File: src/sle_pkg.sv
// Shared types and constants for the sequential list engine.
// No dependencies; used by sle_cell and sequential_list_engine_core.
package sle_pkg;

   localparam int DATA_W   = 32;
   localparam int CAPACITY = 64;
   localparam int MAX_LW   = 11;   // holds a length up to 1024

   typedef enum logic [2:0] {
      OP_FIND          = 3'd0,
      OP_INSERT_AT     = 3'd1,
      OP_DELETE_AT     = 3'd2,
      OP_MODIFY_AT     = 3'd3,
      OP_SORT          = 3'd4,
      OP_INSERT_SORTED = 3'd5,
      OP_DUMP          = 3'd6,
      OP_CLEAR         = 3'd7
   } op_type;

   typedef enum logic [2:0] {
      CM_HOLD,
      CM_WRITE,
      CM_SHIFT_R,
      CM_SHIFT_L,
      CM_ROTATE,
      CM_SORT
   } cell_mode_type;

   typedef enum logic [2:0] {
      ST_IDLE,
      ST_FIND,
      ST_PLACE,
      ST_SORT,
      ST_DUMP,
      ST_REPLY
   } state_type;

   typedef struct packed {
      cell_mode_type            mode;
      logic [MAX_LW-1:0]        pos;     // 0-based target index
      logic [MAX_LW-1:0]        len;     // current list length
      logic                     parity;  // sort pair phase
      logic signed [DATA_W-1:0] val;     // broadcast value
   } cell_ctrl_type;

endpackage

File: src/sle_cell.sv
// One list slot: holds an entry, moves data to/from its neighbors.
// Depends on sle_pkg.
module sle_cell #(
   parameter int INDEX = 0
) (
   input  logic                             clock,
   input  sle_pkg::cell_ctrl_type           ctrl,
   input  logic signed [sle_pkg::DATA_W-1:0] left_value,
   input  logic signed [sle_pkg::DATA_W-1:0] right_value,
   output logic signed [sle_pkg::DATA_W-1:0] value,
   output logic                             eq,
   output logic                             le
);

   localparam logic [sle_pkg::MAX_LW-1:0] IDX      = sle_pkg::MAX_LW'(INDEX);
   localparam logic [sle_pkg::MAX_LW-1:0] IDX_NEXT = sle_pkg::MAX_LW'(INDEX + 1);

   logic signed [sle_pkg::DATA_W-1:0] entry_ff;
   logic signed [sle_pkg::DATA_W-1:0] entry_in;
   logic                              live;

   assign value = entry_ff;
   assign live  = ctrl.len > IDX;
   assign eq    = live && (entry_ff == ctrl.val);
   assign le    = live && (entry_ff <= ctrl.val);

   always_comb begin
      entry_in = entry_ff;
      case (ctrl.mode)
         sle_pkg::CM_WRITE: begin
            if (IDX == ctrl.pos) entry_in = ctrl.val;
         end
         sle_pkg::CM_SHIFT_R: begin
            if (IDX == ctrl.pos) entry_in = ctrl.val;
            else if (IDX > ctrl.pos) entry_in = left_value;
         end
         sle_pkg::CM_SHIFT_L: begin
            if (IDX >= ctrl.pos) entry_in = right_value;
         end
         sle_pkg::CM_ROTATE: begin
            if (ctrl.len > IDX_NEXT) entry_in = right_value;
            else if (ctrl.len == IDX_NEXT) entry_in = ctrl.val;
         end
         sle_pkg::CM_SORT: begin
            // lower slot of a pair takes the smaller, upper the larger
            if (IDX[0] == ctrl.parity) begin
               if (ctrl.len > IDX_NEXT && entry_ff > right_value) entry_in = right_value;
            end else begin
               if (INDEX >= 1 && live && left_value > entry_ff) entry_in = left_value;
            end
         end
         default: entry_in = entry_ff;
      endcase
   end

   always_ff @(posedge clock) begin
      entry_ff <= entry_in;
   end

endmodule

File: config.mk
export PLATFORM = sky130hd
export DESIGN_NAME = sle_cell
export DESIGN_NICKNAME = d
export VERILOG_FILES = /design/src/sle_pkg.sv /design/src/sle_cell.sv
export SDC_FILE = /design/constraint.sdc
export NUM_CORES = 1
export LEC_CHECK = 0
export BUFFER_PORTS_ARGS = -buffer_cell sky130_fd_sc_hd__buf_2
export CAP_MARGIN = 5
export CORE_MARGIN = 3
export CORE_UTILIZATION = 40
export CTS_BUF_LIST = sky130_fd_sc_hd__clkbuf_4 sky130_fd_sc_hd__clkbuf_8
export DETAILED_ROUTE_END_ITERATION = 6
export PLACE_DENSITY = 0.7
export SLEW_MARGIN = 25
export SYNTH_ARGS = -nofsm -noshare
export SYNTH_HDL_FRONTEND = slang
export SYNTH_SLANG_ARGS = --single-unit
File: constraint.sdc
create_clock -name clock -period 10.6 [get_ports clock]
set_clock_uncertainty 0.2 [all_clocks]
set_input_delay 0.53 -clock clock [delete_from_list [all_inputs] [get_ports clock]]
set_output_delay 0.53 -clock clock [all_outputs]
set_load 0.1 [all_outputs]
Word-level counts from Yosys, hierarchy flattened
Index checks and enable logic that the tools add are counted.
{ "totals": {"reg_bits": 32, "latch_bits": 0, "ram_bits": 0, "mem_bits_ro": 0, "input_bits": 123, "out_inout_bits": 34, "memories": 0} }
{ "classes": {"add_sub_neg": 0, "n_mul": 0, "div": 0, "magnitude_cmp": 6, "n_eq_ne": 13, "shifts": 0, "mux": 9, "bitwise_logic": 0, "reduce_logical": 6} }
{ "op_table": {"columns": ["op", "n"], "rows": [
  ["two-way mux 32 bit", 8],
  ["case mux 32 bit (5 select lines)", 1],
  ["== test 32 bit", 1],
  ["> comparator 32 bit", 1],
  ["less-or-equal comparator 32 bit", 1],
  ["> comparator 11 x 1 -> 1 bit, second input constant", 2],
  ["== test 11 x 1 -> 1 bit, second input constant", 1],
  ["greater-or-equal comparator 1 x 11 -> 1 bit, first input constant", 1],
  ["> comparator 1 x 11 -> 1 bit, first input constant", 1],
  ["logical NOT 11 bit", 1],
  ["!= test 2 bit, second input constant", 4],
  ["AND reduction 7 bit", 1],
  ["== test 3 x 2 -> 1 bit, second input constant", 2],
  ["== test 3 bit, second input constant", 2],
  ["!= test 3 bit, second input constant", 2],
  ["nonzero test 5 bit", 1],
  ["== test 3 x 1 -> 1 bit, second input constant", 1],
  ["logical AND 1 bit", 3]
]} }

Depth between registers and ports, before layout
Gate-level depths: netlist of run 1.
{ "logic_depth": {"ltp_word": 5, "ltp_mapped": 9} }

Least setup slack after synthesis of run 1
No wires, ideal clock.
{ "synth_timing": {"kind": "flip-flop to output port", "start": "reg entry_ff (netlist bit value[22])", "end": "out le", "arrival_ns": 3.937, "required_time_ns": 9.870, "path_slack_ns": 5.933, "path_stages_with_launch": 7, "path_buffers": 0, "path_cell_list": "edfxtp_1 > ha_1 > nand4_1 > nor4_1 > nand3_1 > nor2_1 > or3_1"} }
{ "synth_between": {"elab_chain_len": 2} }
{ "synth_lines": {"columns": ["item", "line", "text"], "rows": [
  ["start: declaration", "sle_cell.sv:18", "logic signed [sle_pkg::DATA_W-1:0] entry_ff;"],
  ["start signal: assignment", "sle_cell.sv:57", "entry_ff <= entry_in;"],
  ["less-or-equal comparator 32 bit", "sle_cell.sv:25", "assign le = live && (entry_ff <= ctrl.val);"],
  ["logical AND 1 bit", "sle_cell.sv:25", null],
  ["end: declaration", "sle_cell.sv:12", "output logic le"]
]} }
Every way passes these cells.

Final worst setup path of run 1
{ "layout_timing": {"start": "reg entry_ff (netlist bit value[21])", "end": "out le"} }
Same word-level chain as after synthesis.

==> results of run 1 <==
-- routing by layer --
layer / share of wire, % / up-vias / global-route usage [%] / routed length (um)
li1: - / 1759 / - / -
met1: 43 / 1610 / 27.72 / 4504
met2: 48 / 133 / 37.05 / 5003
met3: 7.4 / 8 / 4.594 / 766
met4: 1.2 / 0 / 5.431 / 129
met5: 0 / - / 0 / 0
-- final timing paths --
check,startpoint,endpoint,slack [ns],cells after the start
worst max-delay path,value[21],le,6.87,8
worst min-delay path,ctrl[17],value[17],0.33,3
worst max register to register,value[14],value[26],7.05,8
worst min register to register,value[31],value[31],1.50,4
-- per-stage QoR --
stage	power [W]	cell area [um^2]	std cells
floorplan	0.0003350	3334	399
global placement	0.0003976	4224	645
detailed placement	0.0004021	4224	645
CTS	0.0005044	4312	653
global route	0.0005318	4319	655
finish	0.0005013	4319	655
-- tightest hold or removal path: stages --
cell and delay, ns:
buf_2 0.09, nand2_1 0.04, o21ai_0 0.06
-- cells in the final DEF (no fill, tap or decap), types with 4 or more instances in the layout --
cell type / netlist / final
nand4_1: 11 / 11
nor4_1: 6 / 6
o21ai_1: 8 / 8
inv_1: 66 / 66
and4_1: 4 / 4
ha_1: 65 / 64
nand3_1: 8 / 8
a21o_1: 8 / 8
clkbuf_8: 0 / 5
nor2_1: 10 / 10
edfxtp_1: 32 / 32
a21oi_1: 22 / 22
buf_2: 4 / 156
nor2b_1: 4 / 4
a22oi_1: 32 / 32
o21ai_0: 35 / 35
nand2_1: 47 / 47
-- report_power, final --
part	leakage (nW)	internal (W)	switching (W)	total [W]
sequential	0.307	0.000156	0.00000984	0.000166
clock	0.0467	0.0000510	0.0000501	0.000101
combinational	1.89	0.0000688	0.000165	0.000234
-- area by class of cell --
type | instances | area share, %
Inverter | 66 | 5.736
Multi-Input combinational cell | 286 | 48.32
Clock buffer | 7 | 1.941
Sequential cell | 32 | 22.25
Antenna cell | 2 | 0.1159
Timing Repair Buffer | 159 | 18.60
Tap cell | 102 | 2.955
Clock inverter | 1 | 0.08691
-- kinds of logic (layout without fill, tap and decap cells) --
| kind of cell | Yosys count | after routing | share of synthesized area [%] |
|---|---|---|---|
| fa+ha+maj | 65 | 65 | 24.39 |
| simple gates | 98 | 98 | 14.48 |
| compound gates | 123 | 123 | 23.04 |
| flops | 32 | 32 | 28.82 |
| buf+inv | 81 | 233 | 9.268 |
| other cells | 0 | 2 | 0 |
==> metrics.md, run 1 <==
| Metric | Value |
|---|---|
| Outcome | finished, final reports clean |
| CP Capture Type | output port |
| CP cell instances | ha_1, a21o_1, a21o_1, a2111oi_0, o31ai_1, a2111oi_0, or3_1, buf_2 |
| Hold Crit Class | input pin to flop |
| Number of hold buffers added after cts | 0 |
| Final nets | ~740 |
| Ys flop type | edfxtp_1 |
| Clock sinks | 32 |
| Initial antenna violation count | 2 |
| Seq cells post-synth | 32 |
| Slew margin rel. | 33.07% |
| Final WS setup | approximately 7 ns |
| CTS clk-pin slew, worst paths | around 0.080 ns |
| H-tree depth | 2 |
| Placer Congestion | 0.8357 |
| FILL cells | 800 |
| Post-synth top area cell | edfxtp_1 |
| I/O pin total | ~160 |
| TritonRoute pass-1 iters | 5 |
| CP peak stage delay | about 0.52 ns |
| Count leader, synth | inv_1 |
| Commonest cells in the synthesized netlist | inv_1, ha_1, nand2_1, o21ai_0 |
| Core area | slightly below 8000 um^2 |
| CTS tree | built |
| Die area | 9467 um^2 |
| DR WL/cell | around 16 um |
| Mean Syn Cell Area | approximately 8.4 um^2 |
| Initial Utilization | a little over two fifths |
| Clk buf depth | 2 |
| Vias/cell | around 5.4 |
| Footprint of the multi-input gates | about 2100 um^2 |
| Synth top area share | 28.82% |
| Fraction of the cycle the final worst path needs | between 30% and 40% |
| Max VDD drop | about 0.00006 V |
| Critical path class | flop to output port |
| Die Ht | roughly 97 um |
| Max FO, Critical Path | 3 |
| DRC viols | 0 |
| Final min period | around 3.7 ns |
| Setup_tns | 0 ns |
| Routed WL | 10400 um |
| Max reg flops | 32 |
| Crit path DAT | approximately 3 ns |
| Top Family by Delay on Critical Path | compound AO/OA/AOI/OAI gates |
| Dpl hpwl | a little over 8000 um |
| CP max-delay cell | a2111oi_0 |
| Post-synth ARST share | 0% |
| FP Rows | 32 |
| Die width | a little under 100 um |
| Synthesis warning total | 0 |
| Buf/Inv on CP | 1 |
| Critical path startpoint category | flop |
| Util after Layout | about 54% |
| Pin count of the biggest net entering global routing | 34 |
| First-pass GRT wire length | 16970 um |
| Worst-Margin Slew | roughly 1.0 ns |
| Setup-failing EPs final | 0 |
| Routed Antenna Nets | 0 |
| Final hold vios | 0 |
| Initial DRC count | about 190 |
| WP data required | about 9.9 ns |
| Pins Over Slew Limit | 0 |
| Hold slack final | approximately 0.33 ns |
| Post-synth EDFFs | 32 |
| Skew-Pair Late Insertion Delay | between 0.2 and 0.3 ns |
| Total track usage | a little over a fifth |
| Setup WS pre-CTS | approximately 6.8 ns |
| Total grt overflow | 0 |
| Number of distinct library cells after synthesis | 34 |
| PortBufs | 156 |
| Number of global-route vias before repair | ~3500 |
| Sequential area share after synthesis | approximately 29% |
| Mapped Cells | ~400 |
| Mapped Area | roughly 3300 um^2 |
| FMAX | approximately 270 MHz |
| Largest cells by area after synthesis | edfxtp_1, ha_1, inv_1 |
| Post-CTS setup buffer count | 0 |
| Power density cells | approximately 120 nW/um^2 |
| Max cap viols | 0 |
| Leak | about 2.2 nW |
| Synthesized Nets | 587 |
| CTS Root Cell | clkbuf_8 |
| Layout cell share with drive strength beyond 1 | approximately a third |
| RSZ-0062 raised after global routing | no |
| Area grow syn2layout | 29.53% |
| CTS Buf Count | 5 |
| Vias | 3510 |
| FF/Latch Area | ~960 um^2 |
| Post-CTS Resized | 0 |
No activity file was read; power rests on OpenSTA's default activity.
==> run 2, diff against run 1 <==
Clock period 10.6 ns to 3.7 ns, I/O delays scaled along.
==> metrics.md, run 2 (synthesis gave the netlist of run 1 again) <==
| Metric | Value |
|---|---|
| Outcome | finished, final reports clean |
| Clock power frac | 19.0% (-1.2 points) |
| RSZ-0062 raised after global routing | no |
| DRC viols | 0 (unchanged) |
| Clk buf depth | 2 (unchanged) |
| WHS Path Cells | 3 (unchanged) |
| WP data required | 3.31 ns (-6.56 ns) |
| DR WL/cell | 15.84 um (-0.29%) |
| Area grow syn2layout | 35.83% |
| FF-to-FF path depth | 8 (unchanged) |
| Initial DRC count | 130 (-30%) |
| Max VDD drop | 0.0001589 V (+160%) |
| NetSw | 0.0006556 W (+190%) |
| Hold slack final | 0.007217 ns (-0.3268 ns) |
| Placer Congestion | 0.8524 (+2.0%) |
| Crit path DAT | 3.06 ns (+0.06 ns) |
| Leak | 2.341 nW (+4.2%) |
| Worst-Margin Slew | 0.9152 ns (-0.08124 ns) |
| Most frequent cells in the layout | buf_2, inv_1, ha_1, nand2_1, o21ai_0 |
| Clock sinks | 32 (unchanged) |
| Setup_tns | 0 ns (unchanged) |
| Total grt overflow | 0 (unchanged) |
| Die width | 97.30 um (unchanged) |
| Pin count of the biggest net entering global routing | 33 (-2.9%) |
| I/O pin total | 157 (unchanged) |
| Sw frac | 45.43% (+0.47 points) |
| Slew margin rel. | 38.53% (+5.5 points) |
| CTS Buf Count | 5 (unchanged) |
| Commonest non-fill, non-tap cell in the layout | buf_2 |
| H-tree depth | 2 (unchanged) |
| Seq pwr share | 32.9% (-0.2 points) |
| TritonRoute pass-1 iters | 4 (-1) |
| Post-CTS setup buffer count | 0 (unchanged) |
| Final min period | 3.446 ns |
| Vias/cell | 5.291 (-1.3%) |
| Skew-Pair Late Insertion Delay | 0.29 ns (about the same) |
| Critical path class | input pin to output port |
| Max reg flops | 32 (unchanged) |
| Setup-failing EPs final | 0 (unchanged) |
| FMAX | 290.2 MHz |
| PortBufs | 156 (unchanged) |
| Number of global-route vias before repair | 3694 (+4.4%) |
| Pins Over Slew Limit | 0 (unchanged) |
| Combinational power share | 48.1% (+1.4 points) |
| First-pass GRT wire length | 17240 um (+1.6%) |
| Power density cells | 318.6 nW/um^2 (+170%) |
| Critical path startpoint category | input pin |
| Diodes inserted | 0 (-2) |
| Final nets | 759 (+2.8%) |
| Routed WL | 10670 um (+2.6%) |
| CTS tree | built |
| Routed Antenna Nets | 0 (unchanged) |
| CP Capture Type | output port |
| FP Rows | 32 (unchanged) |
| CTS clk-pin slew, worst paths | 0.07 ns (about the same) |
| Vias | 3566 (+1.6%) |
| Dpl hpwl | 8383 um (+2.2%) |
| Die Ht | 97.30 um (unchanged) |
| Max cap viols | 0 (unchanged) |
| Hold Crit Class | input pin to flop |
| Total track usage | 21.96% (+0.34 points) |
| Core area | 7928 um^2 (unchanged) |
| Layout cell share with drive strength beyond 1 | 30.42% (-0.98 points) |
| CTS Root Cell | clkbuf_8 |
| Max FO, Critical Path | 2 (-1) |
| Final hold vios | 0 (unchanged) |
| Die area | 9467 um^2 (unchanged) |
| Initial Utilization | 42.06% (unchanged) |
| Pint | 0.0007874 W (+190%) |
| Fraction of the cycle the final worst path needs | between 90% and 100% |
| Initial antenna violation count | 0 (-2) |
## run 2: changes by cell type in the layout (fill, tap and decap cells not counted), sizes merged
cell,change
diode,-2
clkbuf,-2
clkinv,+2
dlygate4sd3,+20
buf,+1
## run 2: worst paths after layout
path	end	slack, ns	startpoint
min	value[16]	0.007	ctrl[16]
max reg2reg	value[22]	0.45	value[14]
max	le	0.25	ctrl[21]
min reg2reg	value[5]	1.29	value[31]
## run 2: per-stage QoR
stage	std cells	total power, W	instance area, um^2	util [%]	setup WS (ns)
final	674	0.001443	4529	57.13	0.2541
after global routing	674	0.001532	4529	57.13	0.05396
after CTS	674	0.001455	4529	57.13	0.2463
after detailed placement	646	0.001156	4247	53.57	0.4687
after global placement	646	0.001144	4247	53.57	0.5687
after floorplan	399	0.0009610	3351	-	0.1520
## run 2: power groups by stage
stage / logic [W] / clock network (W) / registers (W)
2_1_floorplan: 0.000258 / 0 / 0.000703
5_1_grt: 0.000754 / 0.000298 / 0.000480
3_3_place_gp: 0.000664 / 0 / 0.000480
4_1_cts: 0.000695 / 0.000285 / 0.000475
3_5_place_dp: 0.000673 / 0 / 0.000483
6_report: 0.000694 / 0.000274 / 0.000475
## run 2: cell type report
cell class,instances,area [um^2]
well taps,102,127.6
flip-flops and latches,32,960.9
clock buffers,5,68.82
multi-input cells,286,2100
fillers,785,3398
repair buffers,180,1011
clock inverters,3,13.76
inverters,66,247.7
## run 2: critical path, cell delays in order
cell and delay, ns:
dlygate4sd3_1 0.52, buf_2 0.11, inv_1 0.04, ha_1 0.28, a21o_1 0.18, a21o_1 0.19
a2111oi_0 0.44, o31ai_1 0.15, a2111oi_0 0.34, or3_1 0.19, buf_2 0.43
## run 2: what timing repair did
action	CTS	global route
resized for setup	0	0
setup endpoints to repair	0	0
hold buffers	20	0
hold endpoints to repair	20	0
## run 2: per-layer routing
layer,global-route usage [%],share of wire [%],vias up
met2,37.26,48,117
met4,7.135,1.8,0
met3,3.518,5.5,15
li1,-,-,1800
met1,28.50,45,1634
met5,0,0,-
==> run 3, diff against run 2 <==
Settings changed: CTS_BUF_LIST sky130_fd_sc_hd__clkbuf_4 sky130_fd_sc_hd__clkbuf_8 to sky130_fd_sc_hd__clkbuf_16, GPL_ROUTABILITY_DRIVEN set to 1.
==> metrics.md, run 3 (synthesis gave the netlist of run 1 again) <==
| Metric | Value |
|---|---|
| DR WL/cell | 15.85 um (+0.11%) |
| Design area | 4425 um^2 (-2.3%) |
| Placer Congestion | 0.8524 (unchanged) |
| RSZ-0062 raised after global routing | no |
| Clk buf depth | 2 (unchanged) |
| Placed Area | 4247 um^2 (unchanged) |
| Max reg flops | 32 (unchanged) |
| Critical R2R Capture | value[19] |
| Most frequent cells in the layout | buf_2, inv_1, ha_1, nand2_1, o21ai_0 |
| PortBufs | 156 (unchanged) |
| CTS clk-pin slew, worst paths | 0.06 ns (about the same) |
| Total track usage | 21.55% (-0.41 points) |
| Pin count of the biggest net entering global routing | 33 (unchanged) |
| First-pass GRT wire length | 16930 um (-1.8%) |
| CP max-delay cell | dlygate4sd3_1 |
| CTS tree | built |
| WP data required | 3.31 ns (about the same) |
| Worst-Margin Slew | 0.8962 ns (-0.01899 ns) |
| Post-CTS Resized | 0 (unchanged) |
| Number of global-route vias before repair | 3620 (-2.0%) |
| Commonest non-fill, non-tap cell in the layout | buf_2 |
| Initial Utilization | 42.06% (unchanged) |
| CP Capture Type | output port |
| Critical path startpoint category | input pin |
| FMAX | 295.1 MHz (+1.7%) |
| TritonRoute pass-1 iters | 5 (+1) |
| Skew-Pair Late Insertion Delay | 0.28 ns (about the same) |
| Routed WL | 10430 um (-2.3%) |
| Initial DRC count | 138 (+6.2%) |
| Clock sinks | 32 (unchanged) |
| Max VDD drop | 0.0001583 V (-0.38%) |
| Setup-failing EPs final | 0 (unchanged) |
| Hold path endpoint | value[12] |
| Area grow syn2layout | 32.72% |
| Crit Reg-Reg Startpoint | value[14] |
| Fraction of the cycle the final worst path needs | 91.58% (-1.6 points) |
| Power density cells | 352.2 nW/um^2 (+11%) |
| Total grt overflow | 0 (unchanged) |
| Slew margin rel. | 39.80% (+1.3 points) |
| Post-CTS setup buffer count | 0 (unchanged) |
| Number of hold buffers added after cts | 4 (-80%) |
| FF-to-FF path depth | 8 (unchanged) |
| Crit path DAT | 3.00 ns (-0.06 ns) |
| Layout cell share with drive strength beyond 1 | 31.29% (+0.88 points) |
| Routed Antenna Nets | 0 (unchanged) |
| I/O pin total | 157 (unchanged) |
| Pins Over Slew Limit | 0 (unchanged) |
| Die area | 9467 um^2 (unchanged) |
| Setup_tns | 0 ns (unchanged) |
| Leak | 2.300 nW (-1.8%) |
| Core area | 7928 um^2 (unchanged) |
| Max FO, Critical Path | 2 (unchanged) |
| H-tree depth | 2 (unchanged) |
| Diodes inserted | 0 (unchanged) |
| CTS Root Cell | clkbuf_16 |
| Max cap viols | 0 (unchanged) |
| Util after Layout | 55.82% (-1.3 points) |
| Vias/cell | 5.305 (+0.28%) |
| Final min period | 3.388 ns (-0.05752 ns) |
| WHS Path Cells | 3 (unchanged) |
| Hold Startpoint | ctrl[12] |
| DRC viols | 0 (unchanged) |
| CP cell instances | dlygate4sd3_1, buf_2, inv_1, ha_1, a21oi_1, o21ai_0, a2111oi_0, o31ai_1, a2111oi_0, or3_1, buf_2 |
| Final nets | 743 (-2.1%) |
| R2R setup slack | 0.45 ns (about the same) |
| Die width | 97.30 um (unchanged) |
| Critical path class | input pin to output port |
| Dpl hpwl | 8383 um (unchanged) |
| CP peak stage delay | 0.52 ns (about the same) |
| Die Ht | 97.30 um (unchanged) |
| Hold Crit Class | input pin to flop |
| Vias | 3491 (-2.1%) |
| CTS Buf Count | 5 (unchanged) |
| Final hold vios | 0 (unchanged) |
| Initial antenna violation count | 0 (unchanged) |
| Outcome | finished, final reports clean |
| FP Rows | 32 (unchanged) |
run 3: changes by cell type in the layout (fill, tap and decap cells not counted):
cell	delta
dlygate4sd3_1	-16
clkbuf_16	+5
clkbuf_8	-5
run 3: per-stage QoR:
stage | setup WS, ns | power, W | cells | hold slack (ns)
global placement | 0.5687 | 0.001144 | 646 | 0.2768
floorplan | 0.1520 | 0.0009610 | 399 | 0.1721
CTS | 0.3149 | 0.001571 | 658 | 0.001148
finish | 0.3116 | 0.001559 | 658 | 0.003659
detailed placement | 0.4687 | 0.001156 | 646 | 0.2779
global route | 0.1116 | 0.001650 | 658 | 0.01536
run 3: final cells by class:
type	instances	area (um^2)
well taps	102	127.6
fillers	788	3502
clock inverters	3	13.76
flip-flops and latches	32	960.9
clock buffers	5	125.1
inverters	66	247.7
multi-input cells	286	2100
repair buffers	164	850.8
run 3: where the power goes:
| group | switching (W) | internal [W] |
|---|---|---|
| registers | 0.0000281 | 0.000448 |
| clock network | 0.000159 | 0.000244 |
| logic | 0.000478 | 0.000201 |
| total | 0.000665 | 0.000893 |
run 3: metal layers:
layer,track usage [%],up-vias,wire length (um)
met5,0,-,0
met4,7.029,0,215
met3,4.164,19,674
met2,35.67,129,4917
met1,28.28,1574,4625
li1,-,1769,-
run 3: worst max path at each step:
stage / start / endpoint / slack, ns / depth (start not counted)
2_1_floorplan: value[21] / le / 0.15 / 7
3_3_place_gp: value[14] / value[9] / 0.57 / 8
3_5_place_dp: value[14] / value[29] / 0.47 / 8
4_1_cts: ctrl[25] / le / 0.31 / 11
5_1_grt: ctrl[25] / le / 0.11 / 11
6_report: ctrl[25] / le / 0.31 / 11
run 3: critical path, delay by kind of cell:
kind / cells / cell delay [ns]
AOI/OAI and AO/OA: 5 / 1.24
and+or+nand+nor: 1 / 0.19
buffers and inverters: 4 / 1.10
adders and majority gates: 1 / 0.29
